<file path="src/rtl/core/tlm_pkg.sv">
// Shared types and constants for the two-line marquee display.
package tlm_pkg;

    localparam logic [7:0]  NUL_CODE      = 8'h00;
    localparam logic [7:0]  SPACE_CODE    = 8'h20;
    localparam int          TICK_W        = 17;
    localparam logic [16:0] TICK_MAX      = 17'h1FFFF;
    localparam int          PERIOD_W      = 16;
    localparam logic [15:0] PERIOD_RESET  = 16'd700;
    localparam logic        REQ_BYTE      = 1'b0;
    localparam logic        REQ_TICK      = 1'b1;
    localparam logic        ROW_TITLE     = 1'b0;
    localparam logic        ROW_MESSAGE   = 1'b1;

    typedef enum logic [1:0] {
        ST_IDLE,
        ST_READ,
        ST_LOAD
    } t_state;

    typedef struct packed {
        logic publish;
        logic bank;
    } t_disp_ctl;

endpackage

</file>
<file path="src/rtl/core/tlm_ram.sv">
// Generic single-port-write, single-port-read RAM with registered read data.
module tlm_ram #(
    parameter int DATA_W = 8,
    parameter int DEPTH  = 256
) (
    input  logic                     i_clk,
    input  logic                     i_wr_en,
    input  logic [$clog2(DEPTH)-1:0] i_wr_addr,
    input  logic [DATA_W-1:0]        i_wr_data,
    input  logic                     i_rd_en,
    input  logic [$clog2(DEPTH)-1:0] i_rd_addr,
    output logic [DATA_W-1:0]        o_rd_data
);

    logic [DATA_W-1:0] r_mem [DEPTH];
    logic [DATA_W-1:0] r_rd_data;

    always_ff @(posedge i_clk) begin
        if (i_wr_en) begin
            r_mem[i_wr_addr] <= i_wr_data;
        end
        if (i_rd_en) begin
            r_rd_data <= r_mem[i_rd_addr];
        end
    end

    assign o_rd_data = r_rd_data;

endmodule

</file>
<file path="src/rtl/core/tlm_rx.sv">
// Receive side: gathers bytes into the back text bank and publishes by bank swap.
module tlm_rx
    import tlm_pkg::*;
#(
    parameter int MAX_LEN = 64,
    parameter int LEN_W   = $clog2(MAX_LEN + 1),
    parameter int AW      = $clog2(MAX_LEN)
) (
    input  logic            i_clk,
    input  logic            i_rst_n,
    input  logic            i_byte_valid,
    input  logic [7:0]      i_byte,
    output logic            o_wr_en,
    output logic [AW+1:0]   o_wr_addr,
    output logic [7:0]      o_wr_data,
    output t_disp_ctl       o_disp,
    output logic [LEN_W-1:0] o_disp_len0,
    output logic [LEN_W-1:0] o_disp_len1
);

    logic             r_line, n_line;
    logic             r_bank, n_bank;
    logic [LEN_W-1:0] r_rlen0, n_rlen0;
    logic [LEN_W-1:0] r_rlen1, n_rlen1;
    logic [LEN_W-1:0] r_dlen0, n_dlen0;
    logic [LEN_W-1:0] r_dlen1, n_dlen1;
    logic [LEN_W-1:0] cur_len;
    logic             is_nul;
    logic             publish;

    assign cur_len = r_line ? r_rlen1 : r_rlen0;
    assign is_nul  = (i_byte == NUL_CODE);
    assign o_wr_en = i_byte_valid && !is_nul && (cur_len < LEN_W'(MAX_LEN));
    assign publish = i_byte_valid && is_nul && (r_line == ROW_MESSAGE);

    // back bank is the one not on display
    assign o_wr_addr = {~r_bank, r_line, cur_len[AW-1:0]};
    assign o_wr_data = i_byte;

    always_comb begin
        n_line  = r_line;
        n_bank  = r_bank;
        n_rlen0 = r_rlen0;
        n_rlen1 = r_rlen1;
        n_dlen0 = r_dlen0;
        n_dlen1 = r_dlen1;
        if (o_wr_en) begin
            if (r_line) begin
                n_rlen1 = r_rlen1 + LEN_W'(1);
            end else begin
                n_rlen0 = r_rlen0 + LEN_W'(1);
            end
        end else if (i_byte_valid && is_nul && (r_line == ROW_TITLE)) begin
            n_line = ROW_MESSAGE;
        end else if (publish) begin
            n_line  = ROW_TITLE;
            n_bank  = ~r_bank;
            n_dlen0 = r_rlen0;
            n_dlen1 = r_rlen1;
            n_rlen0 = '0;
            n_rlen1 = '0;
        end
    end

    always_ff @(posedge i_clk) begin
        if (!i_rst_n) begin
            r_line  <= ROW_TITLE;
            r_bank  <= 1'b0;
            r_rlen0 <= '0;
            r_rlen1 <= '0;
            r_dlen0 <= '0;
            r_dlen1 <= '0;
        end else begin
            r_line  <= n_line;
            r_bank  <= n_bank;
            r_rlen0 <= n_rlen0;
            r_rlen1 <= n_rlen1;
            r_dlen0 <= n_dlen0;
            r_dlen1 <= n_dlen1;
        end
    end

    assign o_disp.publish = publish;
    assign o_disp.bank    = r_bank;
    assign o_disp_len0    = r_dlen0;
    assign o_disp_len1    = r_dlen1;

endmodule

</file>
<file path="src/rtl/core/tlm_render.sv">
// Refresh sequencer: tick timer, scroll offsets, text reads and output register.
module tlm_render
    import tlm_pkg::*;
#(
    parameter int MAX_LEN = 64,
    parameter int WIDTH   = 16,
    parameter int LEN_W   = $clog2(MAX_LEN + 1),
    parameter int AW      = $clog2(MAX_LEN)
) (
    input  logic                i_clk,
    input  logic                i_rst_n,
    input  logic                i_tick,
    input  logic                i_cfg_wr_en,
    input  logic [PERIOD_W-1:0] i_cfg_wr_data,
    input  t_disp_ctl           i_disp,
    input  logic [LEN_W-1:0]    i_disp_len0,
    input  logic [LEN_W-1:0]    i_disp_len1,
    output logic                o_idle,
    output logic                o_rd_en,
    output logic [AW+1:0]       o_rd_addr,
    input  logic [7:0]          i_rd_data,
    output logic                o_valid,
    input  logic                i_ready,
    output logic                o_row,
    output logic [3:0]          o_column,
    output logic [7:0]          o_char,
    output logic                o_last
);

    localparam int CW = (WIDTH > 1) ? $clog2(WIDTH) : 1;
    localparam int IW = LEN_W + 1;

    t_state              r_state, n_state;
    logic [PERIOD_W-1:0] r_period;
    logic [TICK_W-1:0]   r_ticks, n_ticks, tick_inc;
    logic                r_row;
    logic [CW-1:0]       r_col;
    logic [LEN_W-1:0]    r_off0, r_off1;
    logic                r_in_text;
    logic                r_out_valid;
    logic                r_out_row;
    logic [3:0]          r_out_col;
    logic [7:0]          r_out_char;
    logic                r_out_last;

    logic                start;
    logic                slot_free;
    logic                load;
    logic                line_end;
    logic [LEN_W-1:0]    sel_len, sel_off;
    logic                sel_long;
    logic [IW-1:0]       idx;
    logic [LEN_W-1:0]    off_next;

    assign tick_inc = (r_ticks == TICK_MAX) ? r_ticks : r_ticks + TICK_W'(1);
    assign start    = i_tick && (tick_inc > TICK_W'(r_period));
    assign n_ticks  = start ? '0 : (i_tick ? tick_inc : r_ticks);

    assign slot_free = !r_out_valid || i_ready;
    assign line_end  = (r_col == CW'(WIDTH - 1));

    assign sel_len  = r_row ? i_disp_len1 : i_disp_len0;
    assign sel_off  = r_row ? r_off1 : r_off0;
    assign sel_long = (32'(sel_len) > 32'(WIDTH));
    assign idx      = IW'(r_col) + (sel_long ? IW'(sel_off) : IW'(0));
    assign off_next = (32'(sel_off) == 32'(sel_len) - 32'(WIDTH)) ? '0
                    : sel_off + LEN_W'(1);

    always_comb begin
        n_state = r_state;
        case (r_state)
            ST_IDLE: begin
                if (start) begin
                    n_state = ST_READ;
                end
            end
            ST_READ: begin
                n_state = ST_LOAD;
            end
            ST_LOAD: begin
                if (slot_free) begin
                    n_state = (line_end && r_row == ROW_MESSAGE) ? ST_IDLE : ST_READ;
                end
            end
            default: begin
                n_state = ST_IDLE;
            end
        endcase
    end

    always_comb begin
        o_idle    = 1'b0;
        o_rd_en   = 1'b0;
        load      = 1'b0;
        case (r_state)
            ST_IDLE: o_idle  = 1'b1;
            ST_READ: o_rd_en = 1'b1;
            ST_LOAD: load    = slot_free;
            default: o_idle  = 1'b0;
        endcase
    end

    assign o_rd_addr = {i_disp.bank, r_row, idx[AW-1:0]};

    always_ff @(posedge i_clk) begin
        if (!i_rst_n) begin
            r_state     <= ST_IDLE;
            r_period    <= PERIOD_RESET;
            r_ticks     <= '0;
            r_row       <= ROW_TITLE;
            r_col       <= '0;
            r_off0      <= '0;
            r_off1      <= '0;
            r_out_valid <= 1'b0;
        end else begin
            r_state <= n_state;
            r_ticks <= n_ticks;
            if (i_cfg_wr_en) begin
                r_period <= i_cfg_wr_data;
            end
            if (start) begin
                r_row <= ROW_TITLE;
                r_col <= '0;
            end else if (load) begin
                if (line_end) begin
                    r_row <= ROW_MESSAGE;
                    r_col <= '0;
                end else begin
                    r_col <= r_col + CW'(1);
                end
            end
            if (i_disp.publish) begin
                r_off0 <= '0;
                r_off1 <= '0;
            end else if (load && line_end && sel_long) begin
                if (r_row) begin
                    r_off1 <= off_next;
                end else begin
                    r_off0 <= off_next;
                end
            end
            if (load) begin
                r_out_valid <= 1'b1;
            end else if (i_ready) begin
                r_out_valid <= 1'b0;
            end
        end
    end

    always_ff @(posedge i_clk) begin
        if (o_rd_en) begin
            r_in_text <= (idx < IW'(sel_len));
        end
        if (load) begin
            r_out_row  <= r_row;
            r_out_col  <= 4'(r_col);
            r_out_char <= r_in_text ? i_rd_data : SPACE_CODE;
            r_out_last <= line_end && (r_row == ROW_MESSAGE);
        end
    end

    assign o_valid  = r_out_valid;
    assign o_row    = r_out_row;
    assign o_column = r_out_col;
    assign o_char   = r_out_char;
    assign o_last   = r_out_last;

endmodule

</file>
<file path="src/rtl/core/two_line_marquee_text_display_top.sv">
// Top level of the two-line scrolling text marquee.
//
//  channel   dir  handshake              payload
//  s_axis    in   tvalid/tready          tuser=req_type, tdata[7:0]=rx_byte
//  m_axis    out  tvalid/tready          tdata=row,column,char_code; tlast=last
//  cfg       in   i_cfg_wr_en            i_cfg_wr_data=scroll_period
//
//  A byte or a tick that does not refresh leaves s_axis ready for the next item.
//  A refresh emits 2*WIDTH writes, each a text memory read followed by an output load.
//  s_axis_tready is low while a refresh runs; a stalled m_axis holds the sequencer.
//  Reset (synchronous, active low) empties both lines; text memory needs no clearing.
module two_line_marquee_text_display_top
    import tlm_pkg::*;
#(
    parameter int MAX_LEN = 64,
    parameter int WIDTH   = 16
) (
    input  logic        i_clk,
    input  logic        i_rst_n,
    input  logic        s_axis_tvalid,
    output logic        s_axis_tready,
    input  logic [7:0]  s_axis_tdata,   // [7:0] rx_byte
    input  logic        s_axis_tuser,   // [0] req_type
    output logic        m_axis_tvalid,
    input  logic        m_axis_tready,
    output logic [15:0] m_axis_tdata,   // [0] row, [4:1] column, [12:5] char_code, [15:13] zero
    output logic        m_axis_tlast,
    input  logic        i_cfg_wr_en,
    input  logic [15:0] i_cfg_wr_data
);

    localparam int LEN_W = $clog2(MAX_LEN + 1);
    localparam int AW    = $clog2(MAX_LEN);

    logic             accept;
    logic             wr_en;
    logic [AW+1:0]    wr_addr;
    logic [7:0]       wr_data;
    logic             rd_en;
    logic [AW+1:0]    rd_addr;
    logic [7:0]       rd_data;
    t_disp_ctl        disp;
    logic [LEN_W-1:0] disp_len0, disp_len1;
    logic             idle;
    logic             out_row;
    logic [3:0]       out_col;
    logic [7:0]       out_char;

    assign accept        = s_axis_tvalid && s_axis_tready;
    assign s_axis_tready = idle;

    tlm_rx #(
        .MAX_LEN(MAX_LEN)
    ) u_rx (
        .i_clk       (i_clk),
        .i_rst_n     (i_rst_n),
        .i_byte_valid(accept && (s_axis_tuser == REQ_BYTE)),
        .i_byte      (s_axis_tdata),
        .o_wr_en     (wr_en),
        .o_wr_addr   (wr_addr),
        .o_wr_data   (wr_data),
        .o_disp      (disp),
        .o_disp_len0 (disp_len0),
        .o_disp_len1 (disp_len1)
    );

    tlm_ram #(
        .DATA_W(8),
        .DEPTH (4 << AW)
    ) u_text_ram (
        .i_clk    (i_clk),
        .i_wr_en  (wr_en),
        .i_wr_addr(wr_addr),
        .i_wr_data(wr_data),
        .i_rd_en  (rd_en),
        .i_rd_addr(rd_addr),
        .o_rd_data(rd_data)
    );

    tlm_render #(
        .MAX_LEN(MAX_LEN),
        .WIDTH  (WIDTH)
    ) u_render (
        .i_clk        (i_clk),
        .i_rst_n      (i_rst_n),
        .i_tick       (accept && (s_axis_tuser == REQ_TICK)),
        .i_cfg_wr_en  (i_cfg_wr_en),
        .i_cfg_wr_data(i_cfg_wr_data),
        .i_disp       (disp),
        .i_disp_len0  (disp_len0),
        .i_disp_len1  (disp_len1),
        .o_idle       (idle),
        .o_rd_en      (rd_en),
        .o_rd_addr    (rd_addr),
        .i_rd_data    (rd_data),
        .o_valid      (m_axis_tvalid),
        .i_ready      (m_axis_tready),
        .o_row        (out_row),
        .o_column     (out_col),
        .o_char       (out_char),
        .o_last       (m_axis_tlast)
    );

    assign m_axis_tdata = {3'b000, out_char, out_col, out_row};

endmodule

</file>
<file path="config.mk">
export PLATFORM = sky130hd
export DESIGN_NAME = two_line_marquee_text_display_top
export DESIGN_NICKNAME = d
export VERILOG_FILES = /design/src/rtl/core/tlm_pkg.sv /design/src/rtl/core/tlm_ram.sv /design/src/rtl/core/tlm_rx.sv /design/src/rtl/core/tlm_render.sv /design/src/rtl/core/two_line_marquee_text_display_top.sv
export SDC_FILE = /design/constraint.sdc
export NUM_CORES = 2
export LEC_CHECK = 0
export ABC_AREA = 1
export BUFFER_PORTS_ARGS = -buffer_cell sky130_fd_sc_hd__buf_2
export CAP_MARGIN = 40
export CORE_MARGIN = 1.5
export CORE_UTILIZATION = 59
export CTS_CLUSTER_SIZE = 25
export DETAILED_ROUTE_END_ITERATION = 6
export PLACE_DENSITY_LB_ADDON = 0.05
export SLEW_MARGIN = 20
export SYNTH_ARGS = -nofsm -noshare
export SYNTH_HDL_FRONTEND = slang
export SYNTH_SLANG_ARGS = --single-unit
</file>
<file path="constraint.sdc">
create_clock -name i_clk -period 7 [get_ports i_clk]
set_input_delay 0.7 -clock i_clk [delete_from_list [all_inputs] [get_ports i_clk]]
set_output_delay 0.7 -clock i_clk [all_outputs]
set_load 0.05 [all_outputs]
</file>
==> impl_metrics.toml <==
[status]
outcome = "finished with violations"
violations = "DRC"

[final_layout]
n_fill_cell = 11400
num_antenna_cells = 0
stdcell_count = 9962
nNetsFinal = 7841
areaGrowthSynthToFinish_pct = 10.5
drive_above_1_share_pct = 7.01
fin_area_um2 = 98300

[floorplanning]
die_area_um2 = 153000
die_x_um = 391
rows = 142
die_y_um = 391
start_util_pct = 59.4
ios = 49
core-area_um2 = 150000

[clock_tree]
clock_path_buffers = 3
clkTransAtPathRegs_ps = 60
cts_tree = "done"
h-tree-depth = 4
root_buffer = "clkbuf_16"
ctsHoldBuffers = 0
worstSkewPairLatency_ps = 850
cts_made_buffers = 215
post_cts_buffers = 0
cts_resized = 0
cts_sinks = 2156

[global_route]
antenna_found_initial = 8
grt_max_degree = 159
grt_use_total_pct = 32.7
grt_pass1_vias = 56200
grt.overflow.total = 0
grt_pass1_wl_um = 368000

[power_and_ir_drop]
seqPwrFrac_pct = 55.6
power_uw = 25500
power.clock.fraction_pct = 42.0
pwr_density_cell_nw_per_um2 = 259
p_int_uw = 20200
peakVddDrop_uv = 222
switchingPower_uw = 5260
power_frac_comb_pct = 2.4
switching_share_pct = 20.7
p_leak_uw = 0.0348

[yosys]
synth.avg_cell_area_um2 = 11.4
async_flop_share_pct = 0
ys_warn_count = 0
yosys.area.top_type = "edfxtp_1"
ys_seq_elements = 2156
yosysSeqAreaShare_pct = 71.8
synthTopCellsByCount = "2410 x nand2_1, 2071 x edfxtp_1, 1872 x nand3_1"
yosysTopAreaCellShare_pct = 69.9
synth_ff_type = "edfxtp_1"
yosysMostFrequentCell = "nand2_1"
syn-cell-area_um2 = 89000
synth_area_leaders = "edfxtp_1 70%, nand3_1 11%, nand2_1 10%, dfxtp_1 1.9%, nor2_1 1.4%"
ys_types = 45
synth-edff-count = 2071
synthCells = 7828

[setup_path]
critPathRequiredTime_ps = 7580
startpoint_type = "register"
reg2reg_from = "u_render.r_row"
worstSetupStartpoint = "u_render.r_row"
worstSetupEndpointType = "register"
critical_path_class = "register to register"
critPathMaxFanout = 153
arrival_ps = 6330

[sta]
final_max_slew_viol_count = 0
rsz0062_at_grt = "no"
tns_ps = 0
post-route-min-period_ps = 5750
skew_ps = 33.7
fin_hold_ws_ps = 88.7
fmax_ghz = 0.174
tightest_slew_ps = 988
period_share_pct = 82.1
slew-limit-headroom_pct = 34.1
hold_viol = 0
setup_viol = 0

[hold_path]
min-delay-start = "i_cfg_wr_data[4]"
min_path_type = "input port to register"

[placed_design]
portBuffers = 45
dpl-instance-area_um2 = 91300
dp_cells = 9532
place.gp.congestion = 0.891
dp_hpwl_um = 144000

[run]
max_cap_violations = 0

[routing]
avgViaCountPerCell = 6.06
firstDrtPassIters = 7
route.detailed.drc = 6
ant_nets = 0
vias = 60300
drt_iter0_markers = 7189
wire_per_inst_um = 25.2
totalWireLength_um = 251000
## stage by stage
step,setup WS [ps],util (%)
finish,1250,65.6
global route,892,65.6
CTS,1300,65.2
detailed placement,1300,61.0
global placement,1260,60.8
floorplan,2960,-
## cell families (layout without fill, tap and decap cells)
logic type               count (synthesis)  count (layout)  synth area share (%)
AO/OA/AOI/OAI                          298             298                  1.72
XOR/XNOR                                27              27                 0.266
adder cells (fa/ha/maj)                 35              35                 0.501
buffers and inverters                  626             742                  3.06
flip-flops                            2156            2156                  71.8
multiplexers                             1               1                0.0113
other                                    1               3               0.00422
AND/OR/NAND/NOR                       4684            4684                  22.6
## final cells by class
class	instances	area, µm²	area share, %
inverters	109	427	0.434
clock inverters	104	668	0.680
clock buffers	283	5720	5.82
flip-flops and latches	2156	63900	65.0
well taps	2016	2520	2.57
repair buffers	246	2610	2.66
multi-input cells	5048	22400	22.8
## registers in the layout, summed over array words and instances, names as in the netlist, 2 cells and up
signal and cells:
u_render.o_char 8, u_render.o_column 4, u_render.r_col 4, u_render.r_off0 7
u_render.r_off1 7, u_render.r_period 16, u_render.r_state 2, u_render.r_ticks 17
u_rx.o_disp_len0 7, u_rx.o_disp_len1 7, u_rx.r_rlen0 7, u_rx.r_rlen1 7
u_text_ram.o_rd_data 8, u_text_ram.r_mem 2048
## power groups by stage
stage | registers, µW | clock network, µW | logic [µW]
2_1_floorplan | 14400 | 0 | 224
3_3_place_gp | 14400 | 0 | 574
3_5_place_dp | 14400 | 0 | 591
4_1_cts | 14100 | 10800 | 592
5_1_grt | 14100 | 11300 | 655
6_report | 14100 | 10700 | 609
## cells in the final DEF, fill, tap and decap left out, types with 23 or more instances in the layout
cell type	netlist	routed
clkinv_2	0	30
inv_1	102	102
nand2_1	2410	2407
clkbuf_1	208	64
nor2_1	343	341
buf_2	245	38
a21oi_1	86	86
o21ai_0	176	176
edfxtp_1	2071	2071
buf_4	16	141
clkinv_1	0	59
nand3_1	1872	1872
buf_12	0	43
o21ai_1	23	23
clkbuf_16	0	219
dfxtp_1	85	84
ha_1	34	33
## critical path: stages (launching register included)
cell     delay [ps]
dfxtp_2         390
o21ai_0         400
inv_1           140
ha_1            220
inv_1            50
nor2_1           40
nand3_1         140
nand2_1         160
nor2_1          210
ha_4            170
inv_1            50
fa_4            980
buf_12          470
nand3_1         170
nand3_1         140
nand2_1          60
o21ai_0         590
nand3_1         200
nand3_1         320
nand3_1         170
nand3_1         110
nand2_1          60
## worst paths after layout
check,endpoint,depth (start not counted),slack (ps)
worst max-delay path,u_text_ram.o_rd_data[5],21,1250
worst min-delay path,u_render.r_period[4],3,90
worst max register to register,u_text_ram.o_rd_data[5],21,1250
worst min register to register,u_rx.o_disp_len0[0],2,460
## routing by layer
| layer | vias to the layer above | track usage, % | wire length, µm |
|---|---|---|---|
| met4 | 10 | 12.4 | 9910 |
| met1 | 29500 | 46.6 | 102000 |
| met3 | 464 | 6.20 | 23400 |
| met2 | 2934 | 50.2 | 116000 |
| met5 | - | 0 | 76 |
| li1 | 27400 | - | - |
(Power assumes the default switching activity.)
